$ cat config.mk
export PLATFORM = sky130hd
export DESIGN_NAME = svm_working_pair_select
export DESIGN_NICKNAME = d
export VERILOG_FILES = /design/src/rtl/svm_wps_pkg.sv /design/src/rtl/svm_wps_div.sv /design/src/rtl/svm_working_pair_select.sv
export SDC_FILE = /design/constraint.sdc
export NUM_CORES = 2
export LEC_CHECK = 0
export BUFFER_PORTS_ARGS = -buffer_cell sky130_fd_sc_hd__buf_4
export CORE_ASPECT_RATIO = 1.2
export CORE_MARGIN = 8
export CORE_UTILIZATION = 25
export CTS_BUF_LIST = sky130_fd_sc_hd__clkbuf_4
export DETAILED_ROUTE_END_ITERATION = 8
export REMOVE_ABC_BUFFERS = 1
export SETUP_SLACK_MARGIN = 0.2
export SLEW_MARGIN = 20
export SYNTH_ARGS = -nofsm -noshare
export SYNTH_HDL_FRONTEND = slang
export SYNTH_SLANG_ARGS = --single-unit
$ cat constraint.sdc
create_clock -name i_clk -period 11.7 [get_ports i_clk]
set_clock_uncertainty 0.1 [all_clocks]
set_input_delay 2.34 -clock i_clk [delete_from_list [all_inputs] [get_ports i_clk]]
set_output_delay 2.34 -clock i_clk [all_outputs]
set_load 0.01 [all_outputs]
$ cat src/rtl/svm_wps_pkg.sv
package svm_wps_pkg;

    localparam int MAX_ELEMENTS = 4096;
    localparam int IDX_W        = $clog2(MAX_ELEMENTS);
    localparam int OUT_IDX_W    = 12;
    localparam int CFG_W        = 31;
    localparam int DIVIDEND_W   = 64;
    localparam int DIVISOR_W    = 34;

    // operation codes
    localparam logic OP_FIRST  = 1'b0;
    localparam logic OP_SECOND = 1'b1;

    // bound state codes
    localparam logic [1:0] BS_LOWER = 2'd0;
    localparam logic [1:0] BS_UPPER = 2'd1;
    localparam logic [1:0] BS_FREE  = 2'd2;

    // configuration register indexes
    localparam logic CFG_STOP_TOL  = 1'b0;
    localparam logic CFG_TAU_FLOOR = 1'b1;

    typedef struct packed {
        logic               op;
        logic               label_positive;
        logic [1:0]         bound_state;
        logic signed [31:0] gradient;
        logic signed [31:0] kernel_diag;
        logic signed [31:0] kernel_pos_row;
        logic signed [31:0] kernel_neg_row;
        logic signed [31:0] kernel_pos_self;
        logic signed [31:0] kernel_neg_self;
        logic               last;
    } t_in;

    typedef struct packed {
        logic                 kind;
        logic [OUT_IDX_W-1:0] pos_index;
        logic                 pos_found;
        logic [OUT_IDX_W-1:0] neg_index;
        logic                 neg_found;
        logic                 optimal;
        logic [OUT_IDX_W-1:0] pair_first;
        logic [OUT_IDX_W-1:0] pair_second;
        logic                 pair_found;
    } t_out;

    typedef struct packed {
        logic                  start;
        logic [DIVIDEND_W-1:0] dividend;
        logic [DIVISOR_W-1:0]  divisor;
    } t_div_req;

endpackage

$ cat src/rtl/svm_wps_div.sv
module svm_wps_div (
    input  logic                              i_clk,
    input  logic                              i_rst_n,
    input  svm_wps_pkg::t_div_req             i_req,
    output logic                              o_done,
    output logic [svm_wps_pkg::DIVIDEND_W-1:0] o_quotient
);
    import svm_wps_pkg::*;

    localparam int STEPS = DIVIDEND_W / 2;
    localparam int CNT_W = $clog2(STEPS);

    logic [DIVISOR_W-1:0]  r_rem, n_rem;
    logic [DIVIDEND_W-1:0] r_quo, n_quo;
    logic [CNT_W-1:0]      r_cnt, n_cnt;
    logic                  r_busy, n_busy;
    logic                  r_done, n_done;
    logic [DIVISOR_W:0]    w_t1, w_t2;
    logic [DIVISOR_W-1:0]  w_r1;
    logic                  w_b1, w_b2;

    // two restoring steps per cycle (radix 4)
    always_comb begin
        w_t1 = {r_rem, r_quo[DIVIDEND_W-1]};
        w_b1 = (w_t1 >= {1'b0, i_req.divisor});
        w_r1 = w_b1 ? DIVISOR_W'(w_t1 - {1'b0, i_req.divisor}) : w_t1[DIVISOR_W-1:0];
        w_t2 = {w_r1, r_quo[DIVIDEND_W-2]};
        w_b2 = (w_t2 >= {1'b0, i_req.divisor});
    end

    always_comb begin
        n_rem  = r_rem;
        n_quo  = r_quo;
        n_cnt  = r_cnt;
        n_busy = r_busy;
        n_done = 1'b0;
        if (i_req.start) begin
            n_rem  = '0;
            n_quo  = i_req.dividend;
            n_cnt  = '0;
            n_busy = 1'b1;
        end else if (r_busy) begin
            n_rem = w_b2 ? DIVISOR_W'(w_t2 - {1'b0, i_req.divisor}) : w_t2[DIVISOR_W-1:0];
            n_quo = {r_quo[DIVIDEND_W-3:0], w_b1, w_b2};
            n_cnt = r_cnt + 1'b1;
            if (r_cnt == CNT_W'(STEPS - 1)) begin
                n_busy = 1'b0;
                n_done = 1'b1;
            end
        end
    end

    always_ff @(posedge i_clk) begin
        if (!i_rst_n) begin
            r_busy <= 1'b0;
            r_done <= 1'b0;
            r_cnt  <= '0;
        end else begin
            r_busy <= n_busy;
            r_done <= n_done;
            r_cnt  <= n_cnt;
        end
        r_rem <= n_rem;
        r_quo <= n_quo;
    end

    assign o_done     = r_done;
    assign o_quotient = r_quo;

endmodule

$ cat src/rtl/svm_working_pair_select.sv
// result: the result register loads from the finish state after the last element's transfer;
// when an objective is needed the element first passes the multiply state, the radix-4
// divider steps and the divider done strobe before the finish state
// input: one element at a time, stalled until the sequencer is back in idle
// a last element waits in the finish state while the previous result is still stalled
// reset (synchronous, active low) loads tolerance 66 and tau floor 1 and clears all scans
module svm_working_pair_select (
    input  logic                          i_clk,
    input  logic                          i_rst_n,
    input  logic                          i_in_valid,
    output logic                          o_in_stall,
    input  svm_wps_pkg::t_in              i_in_data,
    output logic                          o_out_valid,
    input  logic                          i_out_stall,
    output svm_wps_pkg::t_out             o_out_data,
    input  logic                          i_cfg_we,
    input  logic                          i_cfg_index,
    input  logic [svm_wps_pkg::CFG_W-1:0] i_cfg_data
);
    import svm_wps_pkg::*;

    typedef enum logic [2:0] {S_IDLE, S_MUL, S_DIV, S_FIN} t_state;

    t_state               r_state, n_state;
    logic [CFG_W-1:0]     r_stop_tol, r_tau;
    logic [IDX_W-1:0]     r_cnt, n_cnt;
    logic                 r_open, n_open;
    logic signed [32:0]   r_bpv, n_bpv, r_bnv, n_bnv;
    logic [IDX_W-1:0]     r_bpi, n_bpi, r_bni, n_bni;
    logic                 r_bpok, n_bpok, r_bnok, n_bnok;
    logic signed [32:0]   r_spm, n_spm, r_snm, n_snm;
    logic signed [63:0]   r_mobj, n_mobj;
    logic [IDX_W-1:0]     r_midx, n_midx;
    logic                 r_mok, n_mok, r_mlab, n_mlab;
    logic [31:0]          r_d, n_d;
    logic [DIVISOR_W-1:0] r_den, n_den;
    logic [IDX_W-1:0]     r_idx, n_idx;
    logic                 r_lab, n_lab, r_last, n_last, r_op, n_op;
    logic                 r_out_valid, n_out_valid;
    t_out                 r_out, n_out;

    logic                 w_accept, w_at_lower, w_at_upper, w_cons;
    logic signed [32:0]   w_g, w_ng;
    logic signed [33:0]   w_dd, w_sp, w_sn;
    logic signed [34:0]   w_quad;
    logic signed [63:0]   w_obj;
    logic                 w_div_done;
    logic [DIVIDEND_W-1:0] w_quo;
    t_div_req             w_req;

    assign o_in_stall = (r_state != S_IDLE);
    assign w_accept   = i_in_valid && !o_in_stall;
    assign w_at_lower = (i_in_data.bound_state == BS_LOWER);
    assign w_at_upper = (i_in_data.bound_state == BS_UPPER);
    assign w_g        = 33'(i_in_data.gradient);
    assign w_ng       = -w_g;

    // one divider instance, dividend straight from the squaring multiplier
    assign w_req.start    = (r_state == S_MUL);
    assign w_req.dividend = 64'(r_d) * 64'(r_d);
    assign w_req.divisor  = r_den;

    svm_wps_div u_div (
        .i_clk      (i_clk),
        .i_rst_n    (i_rst_n),
        .i_req      (w_req),
        .o_done     (w_div_done),
        .o_quotient (w_quo)
    );

    assign w_obj = w_quo[63] ? {1'b1, 63'd0} : -$signed(w_quo);
    assign w_sp  = 34'(r_bpv) + 34'(r_spm);
    assign w_sn  = 34'(r_bnv) + 34'(r_snm);

    always_comb begin
        n_state = r_state;
        n_cnt = r_cnt;   n_open = r_open;
        n_bpv = r_bpv;   n_bpi = r_bpi;   n_bpok = r_bpok;
        n_bnv = r_bnv;   n_bni = r_bni;   n_bnok = r_bnok;
        n_spm = r_spm;   n_snm = r_snm;
        n_mobj = r_mobj; n_midx = r_midx; n_mok = r_mok; n_mlab = r_mlab;
        n_d = r_d;       n_den = r_den;   n_idx = r_idx;
        n_lab = r_lab;   n_last = r_last; n_op = r_op;
        n_out_valid = r_out_valid && i_out_stall;
        n_out = r_out;
        w_dd = '0;
        w_quad = '0;
        w_cons = 1'b0;
        case (r_state)
            // element transfer: bests, maxima, objective operands
            S_IDLE: begin
                if (w_accept) begin
                    if (!r_open) begin
                        if (i_in_data.op == OP_FIRST) begin
                            n_bpv = '0; n_bpi = '0; n_bpok = 1'b0;
                            n_bnv = '0; n_bni = '0; n_bnok = 1'b0;
                        end else begin
                            n_spm = {1'b1, 32'd0}; n_snm = {1'b1, 32'd0};
                            n_mobj = {1'b0, {63{1'b1}}};
                            n_midx = '0; n_mok = 1'b0; n_mlab = 1'b0;
                        end
                    end
                    if (i_in_data.op == OP_FIRST) begin
                        if (i_in_data.label_positive) begin
                            if (!w_at_upper && (!n_bpok || w_ng >= n_bpv)) begin
                                n_bpv = w_ng; n_bpi = r_cnt; n_bpok = 1'b1;
                            end
                        end else if (!w_at_lower && (!n_bnok || w_g >= n_bnv)) begin
                            n_bnv = w_g; n_bni = r_cnt; n_bnok = 1'b1;
                        end
                    end else if (i_in_data.label_positive) begin
                        if (!w_at_lower) begin
                            if (w_g >= n_spm) n_spm = w_g;
                            w_dd   = 34'(n_bpv) + 34'(w_g);
                            w_cons = n_bpok && (w_dd > 0);
                            w_quad = 35'(i_in_data.kernel_pos_self) + 35'(i_in_data.kernel_diag)
                                   - (35'(i_in_data.kernel_pos_row) <<< 1);
                        end
                    end else if (!w_at_upper) begin
                        if (w_ng >= n_snm) n_snm = w_ng;
                        w_dd   = 34'(n_bnv) - 34'(w_g);
                        w_cons = n_bnok && (w_dd > 0);
                        w_quad = 35'(i_in_data.kernel_neg_self) + 35'(i_in_data.kernel_diag)
                               - (35'(i_in_data.kernel_neg_row) <<< 1);
                    end
                    n_d = w_dd[31:0];
                    if (w_quad > 0) begin
                        n_den = w_quad[DIVISOR_W-1:0];
                    end else if (r_tau == '0) begin
                        n_den = DIVISOR_W'(1);
                    end else begin
                        n_den = DIVISOR_W'(r_tau);
                    end
                    n_open = 1'b1;
                    n_idx  = r_cnt;
                    n_lab  = i_in_data.label_positive;
                    n_last = i_in_data.last;
                    n_op   = i_in_data.op;
                    n_cnt  = (r_cnt == IDX_W'(MAX_ELEMENTS - 1)) ? '0 : r_cnt + 1'b1;
                    n_state = w_cons ? S_MUL : S_FIN;
                end
            end
            S_MUL: n_state = S_DIV;
            // objective compare, later element wins ties
            S_DIV: begin
                if (w_div_done) begin
                    if (w_obj <= r_mobj) begin
                        n_mobj = w_obj; n_midx = r_idx; n_mok = 1'b1; n_mlab = r_lab;
                    end
                    n_state = S_FIN;
                end
            end
            // return to idle, or after the last element close the scan and load the result register
            S_FIN: begin
                if (!r_last) begin
                    n_state = S_IDLE;
                end else if (!r_out_valid || !i_out_stall) begin
                    n_out = '0;
                    n_out.pos_index = OUT_IDX_W'(r_bpi);
                    n_out.pos_found = r_bpok;
                    n_out.neg_index = OUT_IDX_W'(r_bni);
                    n_out.neg_found = r_bnok;
                    if (r_op == OP_SECOND) begin
                        n_out.kind = 1'b1;
                        if (!(r_bpok && w_sp >= $signed({3'b000, r_stop_tol}))
                            && !(r_bnok && w_sn >= $signed({3'b000, r_stop_tol}))) begin
                            n_out.optimal = 1'b1;
                        end else if (r_mok) begin
                            n_out.pair_first  = OUT_IDX_W'(r_mlab ? r_bpi : r_bni);
                            n_out.pair_second = OUT_IDX_W'(r_midx);
                            n_out.pair_found  = 1'b1;
                        end
                    end
                    n_out_valid = 1'b1;
                    n_cnt   = '0;
                    n_open  = 1'b0;
                    n_state = S_IDLE;
                end
            end
            default: n_state = S_IDLE;
        endcase
    end

    always_ff @(posedge i_clk) begin
        if (!i_rst_n) begin
            r_state <= S_IDLE;
            r_stop_tol <= CFG_W'(66);
            r_tau <= CFG_W'(1);
            r_cnt <= '0;   r_open <= 1'b0;
            r_bpv <= '0;   r_bpi <= '0;   r_bpok <= 1'b0;
            r_bnv <= '0;   r_bni <= '0;   r_bnok <= 1'b0;
            r_spm <= {1'b1, 32'd0};
            r_snm <= {1'b1, 32'd0};
            r_mobj <= {1'b0, {63{1'b1}}};
            r_midx <= '0;  r_mok <= 1'b0; r_mlab <= 1'b0;
            r_out_valid <= 1'b0;
        end else begin
            r_state <= n_state;
            if (i_cfg_we && i_cfg_index == CFG_STOP_TOL) r_stop_tol <= i_cfg_data;
            if (i_cfg_we && i_cfg_index == CFG_TAU_FLOOR) r_tau <= i_cfg_data;
            r_cnt <= n_cnt;   r_open <= n_open;
            r_bpv <= n_bpv;   r_bpi <= n_bpi;   r_bpok <= n_bpok;
            r_bnv <= n_bnv;   r_bni <= n_bni;   r_bnok <= n_bnok;
            r_spm <= n_spm;   r_snm <= n_snm;
            r_mobj <= n_mobj; r_midx <= n_midx; r_mok <= n_mok; r_mlab <= n_mlab;
            r_out_valid <= n_out_valid;
        end
        r_d <= n_d;       r_den <= n_den;   r_idx <= n_idx;
        r_lab <= n_lab;   r_last <= n_last; r_op <= n_op;
        r_out <= n_out;
    end

    assign o_out_valid = r_out_valid;
    assign o_out_data  = r_out;

    // the divider only finishes while the sequencer waits for it
    a_div_done: assert property (@(posedge i_clk) disable iff (!i_rst_n)
        w_div_done |-> r_state == S_DIV) else $error("divider done outside wait");

    // an optimal answer carries no pair
    a_opt_no_pair: assert property (@(posedge i_clk) disable iff (!i_rst_n)
        o_out_valid && o_out_data.optimal |-> !o_out_data.pair_found)
        else $error("optimal answer with pair");

    // a first scan report carries no decision
    a_first_report: assert property (@(posedge i_clk) disable iff (!i_rst_n)
        o_out_valid && !o_out_data.kind |-> !o_out_data.optimal && !o_out_data.pair_found)
        else $error("first scan report with decision");

    // a pair needs a first-scan candidate
    a_pair_cand: assert property (@(posedge i_clk) disable iff (!i_rst_n)
        o_out_valid && o_out_data.pair_found |-> o_out_data.pos_found || o_out_data.neg_found)
        else $error("pair without candidate");

endmodule
Word-level counts from Yosys, hierarchy flattened
Cells that the tools add are included.

storage, ports and cells
  register bits = 554
  input bits = 234

cells by class
  $add $sub $neg = 14
  $mul = 1
  $lt $le $gt $ge = 12
  eq/ne operators = 14
  mux-type cells = 123
  bitwise operators = 5
  reduce and logical (&&, ||, !) cells = 39

operators with widths
  cell                                                 number
  2-to-1 mux 33 bit                                    30
  2-to-1 mux 64 bit                                    8
  2-to-1 mux 12 bit                                    20
  2-to-1 mux 35 bit                                    6
  one-hot mux 64 bit (2 select lines)                  1
  2-to-1 mux 34 bit                                    3
  2-to-1 mux 32 bit                                    3
  greater-or-equal comparator 35 x 34 -> 1 bit         2
  adder 33 x 33 -> 34 bit                              2
  greater-or-equal comparator 34 x 32 -> 1 bit         2
  > comparator 34 x 1 -> 1 bit, second input constant  2
  subtractor 33 x 33 -> 34 bit                         2
  subtractor 34 bit                                    2
  adder 32 x 32 -> 33 bit                              2
  greater-or-equal comparator 32 x 33 -> 1 bit         2
  greater-or-equal comparator 33 bit                   2
  <= comparator 64 bit                                 1
  multiplier 32 x 32 -> 64 bit                         1
  negator 64 bit                                       1
  one-hot mux 12 bit (2 select lines)                  2
  2-to-1 mux 1 bit                                     40
  > comparator 35 x 1 -> 1 bit, second input constant  1
  adder 33 x 32 -> 34 bit                              1
  subtractor 33 x 32 -> 34 bit                         1
  other kinds (31)                                     71

Longest topological paths before layout
  depth in word-level cells = 16
  depth in mapped cells = 32

By module
A second synthesis with hierarchy kept.

unflattened totals
  cells, all modules = 8788
  area total of the unflattened synthesis = 76355.7 µm²

by module, submodules not included
  module                   times used  cells an instance  area each (µm²)  seq. area each (µm²)
  svm_working_pair_select  1           7795               67466.0          10309.9
  svm_wps_div              1           993                8889.8           2742.6

Worst setup path before layout
OpenSTA, ideal clock, no wires.

  path kind = register -> register
  start point = register r_d[14]
  end point = register u_div.r_quo[51] (netlist: u_div.o_quotient[51]), data pin
  setup time = 0.260 ns
  arrival time = 8.171 ns
  data required time = 11.340 ns
  path slack = 3.169 ns
  stages on the path, launching flop included = 31
  buffers on the path = 3
  cells stage by stage = edfxtp_1 clkbuf_1 clkbuf_1 nand2_1 fa_1 inv_1 fa_1 inv_1 fa_1 fa_1 inv_1 fa_1 inv_1 fa_1 inv_1 fa_1 fa_1 ha_1 clkbuf_1 nand3_1 a2111oi_0 o31ai_1 a2111oi_0 nor2_1 o31ai_1 o221a_2 a311o_1 a211oi_1 o41ai_1 xor2_1 mux2_2

on the way
  longest elaborated chain between the ends = 2

ends and longest elaborated chain
  what                          RTL line                        RTL
  start, declared               svm_working_pair_select.sv:35   logic [31:0] r_d, n_d;
  start signal, assigned        svm_working_pair_select.sv:208  r_d <= n_d; r_den <= n_den; r_idx <= n_idx;
  multiplier 32 x 32 -> 64 bit  svm_working_pair_select.sv:60   assign w_req.dividend = 64'(r_d) * 64'(r_d);
  2-to-1 mux 64 bit             svm_wps_div.sv:37               if (i_req.start) begin
  named net u_div.n_quo[51]     svm_wps_div.sv:14               logic [DIVIDEND_W-1:0] r_quo, n_quo;
  end signal, assigned          svm_wps_div.sv:64               r_quo <= n_quo;
  end, declared                 svm_wps_div.sv:14

The timed path passes the listed nets, and every way through them passes these cells.
A chain may end at the register's enable or synchronous reset.

Worst setup path after layout
  start point = register r_d[4]
  end point = register u_div.r_quo[54] (netlist: u_div.o_quotient[54]), data pin

Same word-level chain as after synthesis.

==> metrics.md <==
| Metric | Value |
|---|---|
| Die width | 518.8 um |
| Final global-route overflow total | 0 |
| Critical-path top delay cell | edfxtp_1 |
| DRT Wirelength | 239,100 um |
| Synth top area share | 22.75% |
| Clk slew on worst S/H paths | 80 ps |
| Tcrit/Tclk final | 84.36% |
| WP data required | 12,450 ps |
| Die height | 619.4 um |
| Max_slew headroom | 24.60% |
| Hold Violations, Final | 0 |
| Run status | finished clean |
| Largest area contributor in the netlist | fa_1 |
| Most frequent cells after synthesis | inv_1 (1,456), nand2_1 (883), fa_1 (862) |
| Post-CTS Setup Bufs | 0 |
| CORE AREA | 302,000 um2 |
| CTS tree | built |
| Startpoint Class | register |
| Final Util | 27.98% |
| Final non-filler cell total | 13,140 |
| Final setup viols | 0 |
| First-pass GRT wire length | 370,500 um |
| Routed Antenna Nets | 0 |
| Multi-input gate area | 55,980 um2 |
| Share of layout cells above drive strength 1 | 8.734% |
| #FFs+latches synth | 553 |
| RD Place Congestion | 0.9131 |
| Area Growth Syn to Fin | 11.42% |
| Die footprint | 321,300 um2 |
| Initial Utilization | 25.12% |
| Crit. End Element | register |
| Clock Path Buffers | 3 |
| Synth top area cells | fa_1 (23%), ha_1 (13%), dfxtp_1 (9.4%), edfxtp_1 (7.8%), inv_1 (7.2%) |
| Vias per cell | 4.763 |
| Total vias in the final route | 62,570 |
| Min Tclk post-route | 9871 ps |
| RSZ-0062 raised after global routing | no |
| CP Class | reg2reg |
| Ys async rst share | 0% |
| First-pass detailed-route iteration total | 6 |
| Max_cap viols | 0 |
| Clk sinks | 553 |
| Top FF cell, synth | dfxtp_1 |
| Cts repair resizes | 0 |
| Clock Latency Late Sink | 1210 ps |
| DRC Markers | 0 |
| Worst Hold Class | reg2reg |
| CP max FO | 20 |
| Count leader, synth | inv_1 |
| Port bufs | 288 |
| Max frequency | 101.3 MHz |
| Row count | 221 |
| Worst EP arrival | 10,630 ps |
| Filler cells | 32,780 |
| Register area share after synthesis | 17.21% |
| Nets@finish | 10,880 |
| Iter 0 DRT Violations | 3,782 |
| Global Route Usage Sum | 14.55% |
| Vias in the first global route | 65,420 |
| Initial antenna violation count | 16 |
| Least-Margin Pin Slew | 1130 ps |
| Sequential cell area | 13,050 um2 |
| Root buffer cell | clkbuf_4 |
| Num CTS Buffers | 159 |
| Dpl hpwl | 196,900 um |
| CP peak stage delay | 990 ps |
| Ys Warns | 0 |
| Avg Cell Area, Syn | 8.587 um2 |
| Largest net degree at the start of global routing | 89 |
| Dpl cells | 12,840 |
| Distinct cell type count after synthesis | 99 |
| EDFF count, synth | 198 |
| CP dominant cell by count | fa_1 |
| Mapped Cells | 8,832 |
| Delay-heaviest family, CP | adder cells |
| Synth Cell Area | 75,840 um2 |
| Io pins | 289 |
| Max-slew violation count | 0 |
| Drt wl/cell | 18.20 um |
| # H-tree levels | 4 |
| Buffers and inverters on the worst path | 3 |
| # hold bufs at CTS | 0 |
-- worst paths after layout --
kind,from,to,slack [ps],cells after the start
max,r_d[4],u_div.o_quotient[54],1830,26
min,r_midx[10],r_midx[10],350,2
max reg2reg,r_d[4],u_div.o_quotient[54],1830,26
min reg2reg,r_midx[10],r_midx[10],350,2
-- worst reg2reg max path, cell delays in order, from the launching register on --
cell and delay (ps):
edfxtp_1 990, buf_4 380, and2_1 220, fa_1 440, ha_1 320, a31o_2 270
fa_1 530, inv_1 50, fa_1 540, inv_1 60, fa_1 490, fa_1 570
fa_1 430, fa_1 450, ha_1 380, nand2_1 210, o21ai_1 130, a221oi_1 410
o221ai_1 170, a21oi_1 510, o21ai_1 270, a31oi_1 390, o21ai_1 160, a211oi_1 540
o21bai_1 140, xor2_1 160, mux2_2 260
-- cells in the final DEF, fill, tap and decap left out, types with 34 or more instances in the layout --
cell,n
nor2b_1,63
nor2_1,412
nor4_1,49
and3_1,63
xnor2_1,233
clkbuf_4,231
buf_4,370
o21ai_0,271
a22o_1,56
clkinv_1,34
a31oi_1,48
o21a_1,60
and2_1,313
nand2b_1,86
mux2_2,68
fa_1,862
nand3b_1,42
nand4_1,174
edfxtp_1,198
o21ai_1,36
ha_1,794
or2_2,48
or3_1,45
nand3_1,144
xor2_1,144
nor3_1,118
inv_1,1456
dfxtp_1,354
a211oi_1,66
o21bai_1,50
a21o_1,252
a21oi_1,533
o211ai_1,39
nand2_1,879
mux2i_1,94
-- metal layers --
| metal | wire length [um] | vias up | global-route usage [%] |
|---|---|---|---|
| met5 | 57 | - | 0 |
| met4 | 12630 | 8 | 6.835 |
| met3 | 11090 | 491 | 2.003 |
| met2 | 119900 | 1707 | 26.74 |
| met1 | 95420 | 30450 | 16.63 |
| li1 | - | 29920 | - |
-- logic make-up (layout without fill, tap and decap cells) --
group / count (synthesis) / in the layout / share of synthesized area, %
compound gates: 1703 / 1703 / 14.54
xor+xnor: 377 / 377 / 4.354
simple gates: 2523 / 2523 / 16.34
buf+inv: 1836 / 2118 / 9.130
fa+ha+maj: 1658 / 1658 / 35.89
other cells: 1 / 9 / 0.004945
mux: 181 / 181 / 2.532
flops: 553 / 553 / 17.21
-- cell type report --
cell class | count | share of cell area (%)
clock inverter | 54 | 0.4812
inverter | 1462 | 6.503
tap | 4014 | 5.944
timing repair buffer | 371 | 3.301
sequential | 553 | 15.45
multi-input combinational | 6443 | 66.25
clock buffer | 231 | 2.052
antenna | 8 | 0.02369
-- sequential cells by signal, summed over array words and instances (netlist names), 34 cells and up --
name / cells
u_div.r_rem: 34
r_den: 34
o_out_data: 53
u_div.o_quotient: 64
r_mobj: 64
-- per-stage QoR --
stage	setup WS [ps]	hold WS (ps)	area (um2)	TNS [ps]
after CTS	1895	351.0	84470	0
after detailed placement	1931	341.6	82330	0
after global routing	1211	364.0	84490	0
after global placement	1996	336.9	82330	0
final	1829	345.6	84500	0
after floorplan	-1092	327.3	74400	-23370
Power is left out: the tool's default activity adds up to more than one toggle a clock period on the data nets, which glitch-free logic cannot reach.
